--- src/hdl/pfi_pkg.sv ---
// ----------------------------------------------------------------------------
// pfi_pkg: shared types, constants and functions
// Transfer payloads, fault and mode codes, and the LCG and roll helpers.
// ----------------------------------------------------------------------------
package pfi_pkg;

    localparam int NUM_FAULTS       = 7;
    localparam int CFG_INDEX_WIDTH  = 3;
    localparam int CFG_DATA_WIDTH   = 32;
    localparam int ROLL_WIDTH       = 10;

    localparam logic [31:0] LCG_MUL          = 32'd1103515245;
    localparam logic [31:0] LCG_INC          = 32'd12345;
    localparam logic [31:0] LCG_SEED         = 32'd12345;
    localparam logic [14:0] ROLL_RECIP       = 15'd16777;
    localparam logic [15:0] ROLL_MOD         = 16'd1000;
    localparam logic [31:0] SETUP_MASK_SHORT = 32'h00FF_FFFF;
    localparam logic [31:0] RAM_SETUP_RESET  = 32'hFF00_0000;
    localparam logic [31:0] FILL_PATTERN     = 32'hAAAA_AAAA;
    localparam logic [7:0]  ANY_BLOCK        = 8'hFF;

    typedef enum logic [2:0] {
        MODE_AFTER_READ   = 3'd0,
        MODE_BEFORE_WRITE = 3'd1,
        MODE_AFTER_WRITE  = 3'd2,
        MODE_CRC          = 3'd3,
        MODE_VERIFY       = 3'd4,
        MODE_RAM_MIRROR   = 3'd5
    } mode_t;

    typedef enum logic [CFG_INDEX_WIDTH-1:0] {
        FAULT_SINGLE = 3'd0,
        FAULT_MULTI  = 3'd1,
        FAULT_ERASE  = 3'd2,
        FAULT_POWER  = 3'd3,
        FAULT_CRC    = 3'd4,
        FAULT_VERIFY = 3'd5,
        FAULT_RAM    = 3'd6
    } fault_t;

    typedef struct packed {
        logic [2:0]  mode;
        logic [31:0] data_in;
        logic [15:0] length;
        logic [15:0] crc_in;
        logic [7:0]  expected_byte;
        logic [7:0]  block_num;
    } in_t;

    typedef struct packed {
        logic        injected;
        logic [31:0] data_out;
        logic [15:0] crc_out;
        logic [7:0]  actual_out;
        logic        fill_all;
        logic [31:0] fault_total;
    } out_t;

    typedef struct packed {
        logic [ROLL_WIDTH-1:0] roll_first;
        logic [ROLL_WIDTH-1:0] roll_second;
    } roll_pair_t;

    function automatic logic [31:0] mul_lo(logic [31:0] a, logic [31:0] b);
        logic [63:0] p;
        p = 64'(a) * 64'(b);
        return p[31:0];
    endfunction

    function automatic logic [31:0] lcg_step(logic [31:0] s);
        return mul_lo(s, LCG_MUL) + LCG_INC;
    endfunction

    function automatic logic [ROLL_WIDTH-1:0] roll_of(logic [31:0] s);
        logic [15:0] x;
        logic [30:0] prod;
        logic [6:0]  q;
        logic [15:0] rem;
        x    = s[31:16];
        prod = 31'(x) * 31'(ROLL_RECIP);
        q    = prod[30:24];
        rem  = x - 16'(16'(q) * ROLL_MOD);
        if (rem >= ROLL_MOD)
        begin
            rem = rem - ROLL_MOD;
        end
        return rem[ROLL_WIDTH-1:0];
    endfunction

    localparam logic [31:0] LCG_MUL2 = mul_lo(LCG_MUL, LCG_MUL);
    localparam logic [31:0] LCG_INC2 = mul_lo(LCG_INC, LCG_MUL + 32'd1);

    localparam logic [31:0] LCG_S1 = lcg_step(LCG_SEED);
    localparam logic [31:0] LCG_S2 = lcg_step(LCG_S1);
    localparam logic [31:0] LCG_S3 = lcg_step(LCG_S2);
    localparam logic [31:0] LCG_S4 = lcg_step(LCG_S3);

    localparam logic [ROLL_WIDTH-1:0] ROLL1_INIT = roll_of(LCG_S1);
    localparam logic [ROLL_WIDTH-1:0] ROLL2_INIT = roll_of(LCG_S2);

endpackage

--- src/hdl/pfi_rng.sv ---
// ----------------------------------------------------------------------------
// pfi_rng: look-ahead LCG roll source
// Holds the rolls of the next two draws and the states of the two after,
// and advances by zero, one or two draws per cycle.
// ----------------------------------------------------------------------------
module pfi_rng
(
    input  logic                clk,
    input  logic                rst_n,
    input  logic [1:0]          draw_count,
    output pfi_pkg::roll_pair_t rolls
);

    logic [pfi_pkg::ROLL_WIDTH-1:0] r1_reg, r1_next;
    logic [pfi_pkg::ROLL_WIDTH-1:0] r2_reg, r2_next;
    logic [31:0]                    t3_reg, t3_next;
    logic [31:0]                    t4_reg, t4_next;
    logic [31:0]                    step_one;
    logic [31:0]                    step_two;

    assign step_one = 32'(t4_reg * pfi_pkg::LCG_MUL) + pfi_pkg::LCG_INC;
    assign step_two = 32'(t4_reg * pfi_pkg::LCG_MUL2) + pfi_pkg::LCG_INC2;

    always_comb
    begin
        r1_next = r1_reg;
        r2_next = r2_reg;
        t3_next = t3_reg;
        t4_next = t4_reg;
        case (draw_count)
            2'd1:
            begin
                r1_next = r2_reg;
                r2_next = pfi_pkg::roll_of(t3_reg);
                t3_next = t4_reg;
                t4_next = step_one;
            end
            2'd2:
            begin
                r1_next = pfi_pkg::roll_of(t3_reg);
                r2_next = pfi_pkg::roll_of(t4_reg);
                t3_next = step_one;
                t4_next = step_two;
            end
            default:
            begin
            end
        endcase
    end

    always_ff @(posedge clk or negedge rst_n)
    begin
        if (!rst_n)
        begin
            r1_reg <= pfi_pkg::ROLL1_INIT;
            r2_reg <= pfi_pkg::ROLL2_INIT;
            t3_reg <= pfi_pkg::LCG_S3;
            t4_reg <= pfi_pkg::LCG_S4;
        end
        else
        begin
            r1_reg <= r1_next;
            r2_reg <= r2_next;
            t3_reg <= t3_next;
            t4_reg <= t4_next;
        end
    end

    assign rolls.roll_first  = r1_reg;
    assign rolls.roll_second = r2_reg;

endmodule

--- src/hdl/probabilistic_fault_injector.sv ---
// ----------------------------------------------------------------------------
// probabilistic_fault_injector: fault decision for memory-access hook events
// Decides per event whether its fault kind fires, applies the fault to the
// data, and keeps fire counts and a running total.
//
//  channel | direction | payload        | transfer when
//  in      | input     | pfi_pkg::in_t  | in_valid & in_ready
//  out     | output    | pfi_pkg::out_t | out_valid & out_ready
//  cfg     | input     | index, data    | cfg_valid & cfg_ready (always ready)
//
// One event per cycle while in_ready is high; each result is registered and appears in the cycle after its transfer.
// Up to two LCG draws per event come from a look-ahead roll queue.
// An output register holds the result; in_ready stays high while it is
// empty or being taken. Reset restores seed, counts and setup registers.
// ----------------------------------------------------------------------------
module probabilistic_fault_injector #(
    parameter int COUNT_WIDTH = 16
)
(
    input  logic                                  clk,
    input  logic                                  rst_n,
    input  logic                                  in_valid,
    output logic                                  in_ready,
    input  pfi_pkg::in_t                          in_item,
    output logic                                  out_valid,
    input  logic                                  out_ready,
    output pfi_pkg::out_t                         out_item,
    input  logic                                  cfg_valid,
    output logic                                  cfg_ready,
    input  logic [pfi_pkg::CFG_INDEX_WIDTH-1:0]   cfg_index,
    input  logic [pfi_pkg::CFG_DATA_WIDTH-1:0]    cfg_data
);

    logic [31:0]            setup_reg [pfi_pkg::NUM_FAULTS];
    logic [COUNT_WIDTH-1:0] count_reg [pfi_pkg::NUM_FAULTS];
    logic [31:0]            total_reg;
    logic                   out_valid_reg;
    pfi_pkg::out_t          out_item_reg, out_item_next;

    pfi_pkg::roll_pair_t           rolls;
    logic [1:0]                    draws;
    logic [1:0]                    draw_count;
    logic [pfi_pkg::NUM_FAULTS-1:0] fire;
    logic                          accept;
    logic                          cfg_write;
    logic                          any_fire;
    logic                          e0, e1, d0, d1, f0;
    logic [pfi_pkg::ROLL_WIDTH-1:0] roll_b;
    logic [7:0]                    target;
    logic [31:0]                   byte_mask;

    function automatic logic eligible(logic [31:0] setup, logic [COUNT_WIDTH-1:0] count);
        logic [15:0] limit;
        limit = setup[23:8];
        return setup[0] && ((limit == 16'd0) || (32'(count) < 32'(limit)));
    endfunction

    function automatic logic needs_draw(logic [31:0] setup);
        return setup[7:1] != 7'd0;
    endfunction

    function automatic logic pass_roll(logic [31:0] setup, logic [pfi_pkg::ROLL_WIDTH-1:0] roll);
        logic [10:0] thr;
        thr = 11'(setup[7:1]) * 11'd10;
        return (setup[7:1] == 7'd0) || (11'(roll) < thr);
    endfunction

    function automatic logic [31:0] low_bytes_mask(logic [15:0] len);
        logic [31:0] m;
        if (len >= 16'd4)
        begin
            m = 32'hFFFF_FFFF;
        end
        else
        begin
            case (len[1:0])
                2'd1:    m = 32'h0000_00FF;
                2'd2:    m = 32'h0000_FFFF;
                2'd3:    m = 32'h00FF_FFFF;
                default: m = 32'h0000_0000;
            endcase
        end
        return m;
    endfunction

    assign in_ready   = !out_valid_reg || out_ready;
    assign accept     = in_valid && in_ready;
    assign cfg_ready  = 1'b1;
    assign cfg_write  = cfg_valid && cfg_ready;
    assign draw_count = accept ? draws : 2'd0;
    assign byte_mask  = low_bytes_mask(in_item.length);
    assign target     = setup_reg[pfi_pkg::FAULT_RAM][31:24];

    pfi_rng u_rng
    (
        .clk        (clk),
        .rst_n      (rst_n),
        .draw_count (draw_count),
        .rolls      (rolls)
    );

    always_comb
    begin
        fire   = '0;
        draws  = 2'd0;
        e0     = eligible(setup_reg[pfi_pkg::FAULT_SINGLE], count_reg[pfi_pkg::FAULT_SINGLE]);
        e1     = eligible(setup_reg[pfi_pkg::FAULT_MULTI], count_reg[pfi_pkg::FAULT_MULTI]);
        d0     = e0 && needs_draw(setup_reg[pfi_pkg::FAULT_SINGLE]);
        f0     = e0 && pass_roll(setup_reg[pfi_pkg::FAULT_SINGLE], rolls.roll_first);
        roll_b = d0 ? rolls.roll_second : rolls.roll_first;
        d1     = !f0 && e1 && needs_draw(setup_reg[pfi_pkg::FAULT_MULTI]);
        unique case (in_item.mode)
            pfi_pkg::MODE_AFTER_READ:
            begin
                if (in_item.length != 16'd0)
                begin
                    fire[pfi_pkg::FAULT_SINGLE] = f0;
                    fire[pfi_pkg::FAULT_MULTI]  = !f0 && e1
                        && pass_roll(setup_reg[pfi_pkg::FAULT_MULTI], roll_b);
                    draws = 2'({1'b0, d0} + {1'b0, d1});
                end
            end
            pfi_pkg::MODE_BEFORE_WRITE:
            begin
                fire[pfi_pkg::FAULT_ERASE] =
                    eligible(setup_reg[pfi_pkg::FAULT_ERASE], count_reg[pfi_pkg::FAULT_ERASE])
                    && pass_roll(setup_reg[pfi_pkg::FAULT_ERASE], rolls.roll_first);
                draws = {1'b0,
                    eligible(setup_reg[pfi_pkg::FAULT_ERASE], count_reg[pfi_pkg::FAULT_ERASE])
                    && needs_draw(setup_reg[pfi_pkg::FAULT_ERASE])};
            end
            pfi_pkg::MODE_AFTER_WRITE:
            begin
                fire[pfi_pkg::FAULT_POWER] =
                    eligible(setup_reg[pfi_pkg::FAULT_POWER], count_reg[pfi_pkg::FAULT_POWER])
                    && pass_roll(setup_reg[pfi_pkg::FAULT_POWER], rolls.roll_first);
                draws = {1'b0,
                    eligible(setup_reg[pfi_pkg::FAULT_POWER], count_reg[pfi_pkg::FAULT_POWER])
                    && needs_draw(setup_reg[pfi_pkg::FAULT_POWER])};
            end
            pfi_pkg::MODE_CRC:
            begin
                fire[pfi_pkg::FAULT_CRC] =
                    eligible(setup_reg[pfi_pkg::FAULT_CRC], count_reg[pfi_pkg::FAULT_CRC])
                    && pass_roll(setup_reg[pfi_pkg::FAULT_CRC], rolls.roll_first);
                draws = {1'b0,
                    eligible(setup_reg[pfi_pkg::FAULT_CRC], count_reg[pfi_pkg::FAULT_CRC])
                    && needs_draw(setup_reg[pfi_pkg::FAULT_CRC])};
            end
            pfi_pkg::MODE_VERIFY:
            begin
                fire[pfi_pkg::FAULT_VERIFY] =
                    eligible(setup_reg[pfi_pkg::FAULT_VERIFY], count_reg[pfi_pkg::FAULT_VERIFY])
                    && pass_roll(setup_reg[pfi_pkg::FAULT_VERIFY], rolls.roll_first);
                draws = {1'b0,
                    eligible(setup_reg[pfi_pkg::FAULT_VERIFY], count_reg[pfi_pkg::FAULT_VERIFY])
                    && needs_draw(setup_reg[pfi_pkg::FAULT_VERIFY])};
            end
            pfi_pkg::MODE_RAM_MIRROR:
            begin
                if (in_item.length != 16'd0)
                begin
                    fire[pfi_pkg::FAULT_RAM] =
                        eligible(setup_reg[pfi_pkg::FAULT_RAM], count_reg[pfi_pkg::FAULT_RAM])
                        && pass_roll(setup_reg[pfi_pkg::FAULT_RAM], rolls.roll_first)
                        && ((target == pfi_pkg::ANY_BLOCK) || (target == in_item.block_num));
                    draws = {1'b0,
                        eligible(setup_reg[pfi_pkg::FAULT_RAM], count_reg[pfi_pkg::FAULT_RAM])
                        && needs_draw(setup_reg[pfi_pkg::FAULT_RAM])};
                end
            end
            default:
            begin
            end
        endcase
    end

    assign any_fire = |fire;

    always_comb
    begin
        out_item_next.injected    = any_fire;
        out_item_next.data_out    = in_item.data_in;
        out_item_next.crc_out     = in_item.crc_in;
        out_item_next.actual_out  = 8'd0;
        out_item_next.fill_all    = fire[pfi_pkg::FAULT_RAM];
        out_item_next.fault_total = total_reg + 32'(any_fire);
        if (fire[pfi_pkg::FAULT_SINGLE])
        begin
            out_item_next.data_out = in_item.data_in ^ 32'h0000_0001;
        end
        else if (fire[pfi_pkg::FAULT_MULTI])
        begin
            out_item_next.data_out = in_item.data_in ^ byte_mask;
        end
        else if (fire[pfi_pkg::FAULT_RAM])
        begin
            out_item_next.data_out = (in_item.data_in & ~byte_mask)
                                   | (pfi_pkg::FILL_PATTERN & byte_mask);
        end
        if (fire[pfi_pkg::FAULT_CRC])
        begin
            out_item_next.crc_out = ~in_item.crc_in;
        end
        if (fire[pfi_pkg::FAULT_VERIFY] && (in_item.length != 16'd0))
        begin
            out_item_next.actual_out = ~in_item.expected_byte;
        end
    end

    always_ff @(posedge clk or negedge rst_n)
    begin
        if (!rst_n)
        begin
            for (int k = 0; k < pfi_pkg::NUM_FAULTS; k++)
            begin
                setup_reg[k] <= (k == int'(pfi_pkg::FAULT_RAM)) ? pfi_pkg::RAM_SETUP_RESET
                                                                 : '0;
                count_reg[k] <= '0;
            end
            total_reg     <= '0;
            out_valid_reg <= 1'b0;
        end
        else
        begin
            for (int k = 0; k < pfi_pkg::NUM_FAULTS; k++)
            begin
                if (cfg_write && (cfg_index == pfi_pkg::CFG_INDEX_WIDTH'(k)))
                begin
                    if (k == int'(pfi_pkg::FAULT_RAM))
                    begin
                        setup_reg[k] <= cfg_data;
                    end
                    else
                    begin
                        setup_reg[k] <= cfg_data & pfi_pkg::SETUP_MASK_SHORT;
                    end
                    count_reg[k] <= '0;
                end
                else if (accept && fire[k])
                begin
                    count_reg[k] <= count_reg[k] + COUNT_WIDTH'(1);
                end
            end
            if (accept)
            begin
                total_reg     <= out_item_next.fault_total;
                out_valid_reg <= 1'b1;
            end
            else if (out_ready)
            begin
                out_valid_reg <= 1'b0;
            end
        end
    end

    always_ff @(posedge clk)
    begin
        if (accept)
        begin
            out_item_reg <= out_item_next;
        end
    end

    assign out_valid = out_valid_reg;
    assign out_item  = out_item_reg;

    a_ready_when_empty: assert property (@(posedge clk) disable iff (!rst_n)
        !out_valid_reg |-> in_ready)
        else $error("in_ready low with empty output register");

    a_one_fire: assert property (@(posedge clk) disable iff (!rst_n)
        $onehot0(fire))
        else $error("more than one fault fired for one event");

    a_draws_bounded: assert property (@(posedge clk) disable iff (!rst_n)
        (draws != 2'd3) && ((draws != 2'd2) || (in_item.mode == pfi_pkg::MODE_AFTER_READ)))
        else $error("illegal draw count");

    a_total_tracks: assert property (@(posedge clk) disable iff (!rst_n)
        accept |=> (total_reg == out_item_reg.fault_total)
                   && (total_reg == $past(total_reg) + 32'($past(any_fire))))
        else $error("running total out of step with result");

    a_fill_injected: assert property (@(posedge clk) disable iff (!rst_n)
        out_valid_reg && out_item_reg.fill_all |-> out_item_reg.injected)
        else $error("fill without injection");

endmodule

--- config.mk ---
export PLATFORM = sky130hd
export DESIGN_NAME = probabilistic_fault_injector
export DESIGN_NICKNAME = d
export VERILOG_FILES = /design/src/hdl/pfi_pkg.sv /design/src/hdl/pfi_rng.sv /design/src/hdl/probabilistic_fault_injector.sv
export SDC_FILE = /design/constraint.sdc
export NUM_CORES = 2
export LEC_CHECK = 0
export BUFFER_PORTS_ARGS = -buffer_cell sky130_fd_sc_hd__buf_2
export CAP_MARGIN = 30
export CELL_PAD_IN_SITES_DETAIL_PLACEMENT = 0
export CELL_PAD_IN_SITES_GLOBAL_PLACEMENT = 2
export CORE_ASPECT_RATIO = 1.5
export CORE_MARGIN = 5
export CORE_UTILIZATION = 38
export DETAILED_ROUTE_END_ITERATION = 12
export GPL_TIMING_DRIVEN = 0
export PLACE_DENSITY = 0.81
export SLEW_MARGIN = 10
export SYNTH_ARGS = -nofsm -noshare
export SYNTH_HDL_FRONTEND = slang
export SYNTH_SLANG_ARGS = --single-unit
--- constraint.sdc ---
create_clock -name clk -period 9.7 [get_ports clk]
set_input_delay 0.97 -clock clk [delete_from_list [all_inputs] [get_ports clk]]
set_output_delay 0.97 -clock clk [all_outputs]
set_load 0.03 [all_outputs]
==> run_results.csv <==
group,metric,value,unit
routing,wire_per_inst,21.56,um
cts,ctsRootBufferMaster,"clkbuf_16",
final_layout,syn_to_final_growth,14.57,%
synthesis,avgSynthCellArea,9.644,um2
timing,setup_viol,14,
synthesis,syn_nets,6827,
critical_path,arrival,10.53,ns
die,die_height,461.3,um
synthesis,syn_area,51590,um2
routing,antenna_left,0,
final_layout,final_cell_mix,"inv_1, ha_1, nand2_1",
global_route,grt_pass1_wl,248200,um
die,die-area,143400,um2
global_route,antenna_found_initial,4,
synthesis,postSynthCellCount,5350,
timing,worst_hold_slack,0.3507,ns
synthesis,synth.yosys.seq_area_share,0.2412,
global_route,grt_usage,0.2244,
timing,period_needed,10.03,ns
cts,clk_latency,0.62,ns
critical_path,r2r-start,"u_rng.t3_reg[23]",
critical_path,worstSetupStartpointType,"flip-flop",
die,dieWidth,310.9,um
placement,port_buffers,214,
global_route,grt_max_degree,103,
cts,clk_pin_slew,0.07,ns
final_layout,final_common_cell,"inv_1",
synthesis,ys_types,89,
critical_path,worstPathRequired,10.20,ns
die,core_area,134800,um2
final_layout,drive_above_1_share,0.1275,
routing,drc,0,
routing,drt_wl_total,162100,um
critical_path,crit_start,"u_rng.t3_reg[23]",
final_layout,fin_nets,7199,
critical_path,worst_r2r_endpoint,"u_rng.r2_reg[3]",
cts,clock_sinks,477,
critical_path,reg2reg_depth,48,
critical_path,worstPathMaxFanout,5,
cts,cts_tree,"built",
cts,cts_max_path_buffers,3,
timing,fmax,0.09973,GHz
routing,vias,39000,
synthesis,synth-main-ff-cell,"dfrtp_1",
outcome,violations,"negative setup slack",
final_layout,largest_reg_flops,176,
final_layout,fin_util,0.4385,
synthesis,async_reset_ff_frac,0.8113,
critical_path,criticalPathCategory,"flip-flop to flip-flop",
synthesis,yosysWarnings,0,
routing,drtPass1Iterations,5,
outcome,outcome,"finished with violations",
timing,worst_slack,-0.3275,ns
timing,slew_violations,0,
critical_path,max_stage_delay,0.57,ns
critical_path,cp-end-kind,"flip-flop",
placement,placed_cell_area,55120,um2
routing,drt_iter0_markers,1991,
timing,relSlewSlack,0.3378,
die,start_util,0.3827,
timing,rsz0062_at_grt,"true",
timing,hold_viol_final,0,
final_layout,final_area,59110,um2
die,ios,216,
cts,htree_levels,2,
synthesis,ys_ff_latch,477,
placement,hpwl,131000,um
synthesis,synth_top_area_share,0.2209,
cts,hold_buffers,0,
timing,finClkSkew,0.02503,ns
synthesis,synth_area_leader_cell,"ha_1",
placement,gp_congestion,0.9427,
cts,cts_buffers,50,
critical_path,rrSetupSlack,-0.33,ns
synthesis,synthTopCellsByArea,"ha_1, fa_1, dfrtp_1",
routing,vias_per_cell,5.189,
global_route,grt_pass1_vias,41790,
global_route,grt-ovfl-total,0,
timing,tightestPinTransition,0.9933,ns
critical_path,cpMaxStageDelayCell,"fa_2",
critical_path,cp-endpoint,"u_rng.r2_reg[3]",
timing,finalCritPeriodShare,1.034,
die,rows,165,
job,cap_viol_max_count,0,
timing,timing.setup.tns,-3.041,ns
synthesis,synth_edf_count,90,
min_path,hp-class,"primary input to async pin",
-- final cells by class --
cell class | instances | area [um2]
inverter | 966 | 3630
antenna | 1 | 2.502
clock inverter | 29 | 315.3
tap | 1753 | 2193
buffer | 117 | 469.2
timing repair buffer | 325 | 2111
fill | 13230 | 75700
sequential | 477 | 12500
clock buffer | 64 | 1405
multi-input combinational | 3785 | 36490
-- synth_stat cells, drive strengths merged, types with 47 or more instances --
library cell,number
a21o,144
nand4,54
clkbuf,103
xnor2,226
xor2,106
ha,911
o21ai,275
edfxtp,90
a21oi,188
nand3,85
mux2,58
dfrtp,342
inv,966
nor2,210
and3,47
fa,443
mux2i,49
nor4,59
nand2,477
-- cells by family after synthesis --
family	count (synthesis)	share of synthesized area
adders and majority gates	1354	0.3928
xor gates and xnor gates	332	0.05636
other	1	0.00007268
buffers and inverters	1088	0.07949
and+or+nand+nor	1158	0.1062
AOI/OAI and AO/OA	833	0.1017
DFF	477	0.2412
muxes	107	0.02217
-- per-stage QoR --
step           instances  setup slack (ns)
5_1_grt             7517           -0.6487
6_report            7517           -0.3275
3_3_place_gp        7317            -1.841
3_5_place_dp        7330            -1.836
2_1_floorplan       5350        -0.0008074
4_1_cts             7507           -0.2179
-- what timing repair did --
item,CTS,global route
setup endpoints to repair,14,14
setup buffers,89,9
hold endpoints to repair,0,0
pin swaps,133,51
resized for setup,210,53
-- worst max-delay path, delay by kind of cell, from the launching register on --
kind                     cells  cell delay [ns]
AO/OA/AOI/OAI               13             2.01
buffers and inverters       11             1.04
XOR/XNOR                     4             0.75
flip-flops                   1             0.45
adder cells (fa/ha/maj)     13             4.67
AND/OR/NAND/NOR              7             0.96
-- metal layers --
| metal | wire, um | up-vias | global-route usage |
|---|---|---|---|
| li1 | - | 18580 | - |
| met1 | 59060 | 19250 | 0.2351 |
| met2 | 85870 | 833 | 0.4328 |
| met3 | 4913 | 338 | 0.02070 |
| met4 | 12190 | 4 | 0.1347 |
| met5 | 23 | - | 0 |
-- worst min-delay path by stage --
stage                      end  cells after the start
2_1_floorplan  u_rng.r2_reg[4]                      2
3_3_place_gp     setup_reg[32]                      2
4_1_cts          total_reg[26]                      1
6_report         total_reg[24]                      1
3_5_place_dp   u_rng.r2_reg[4]                      2
5_1_grt          total_reg[24]                      1
Power is not shown: default switching activity piles up to over one toggle a cycle in this logic, so the estimate is an artifact.
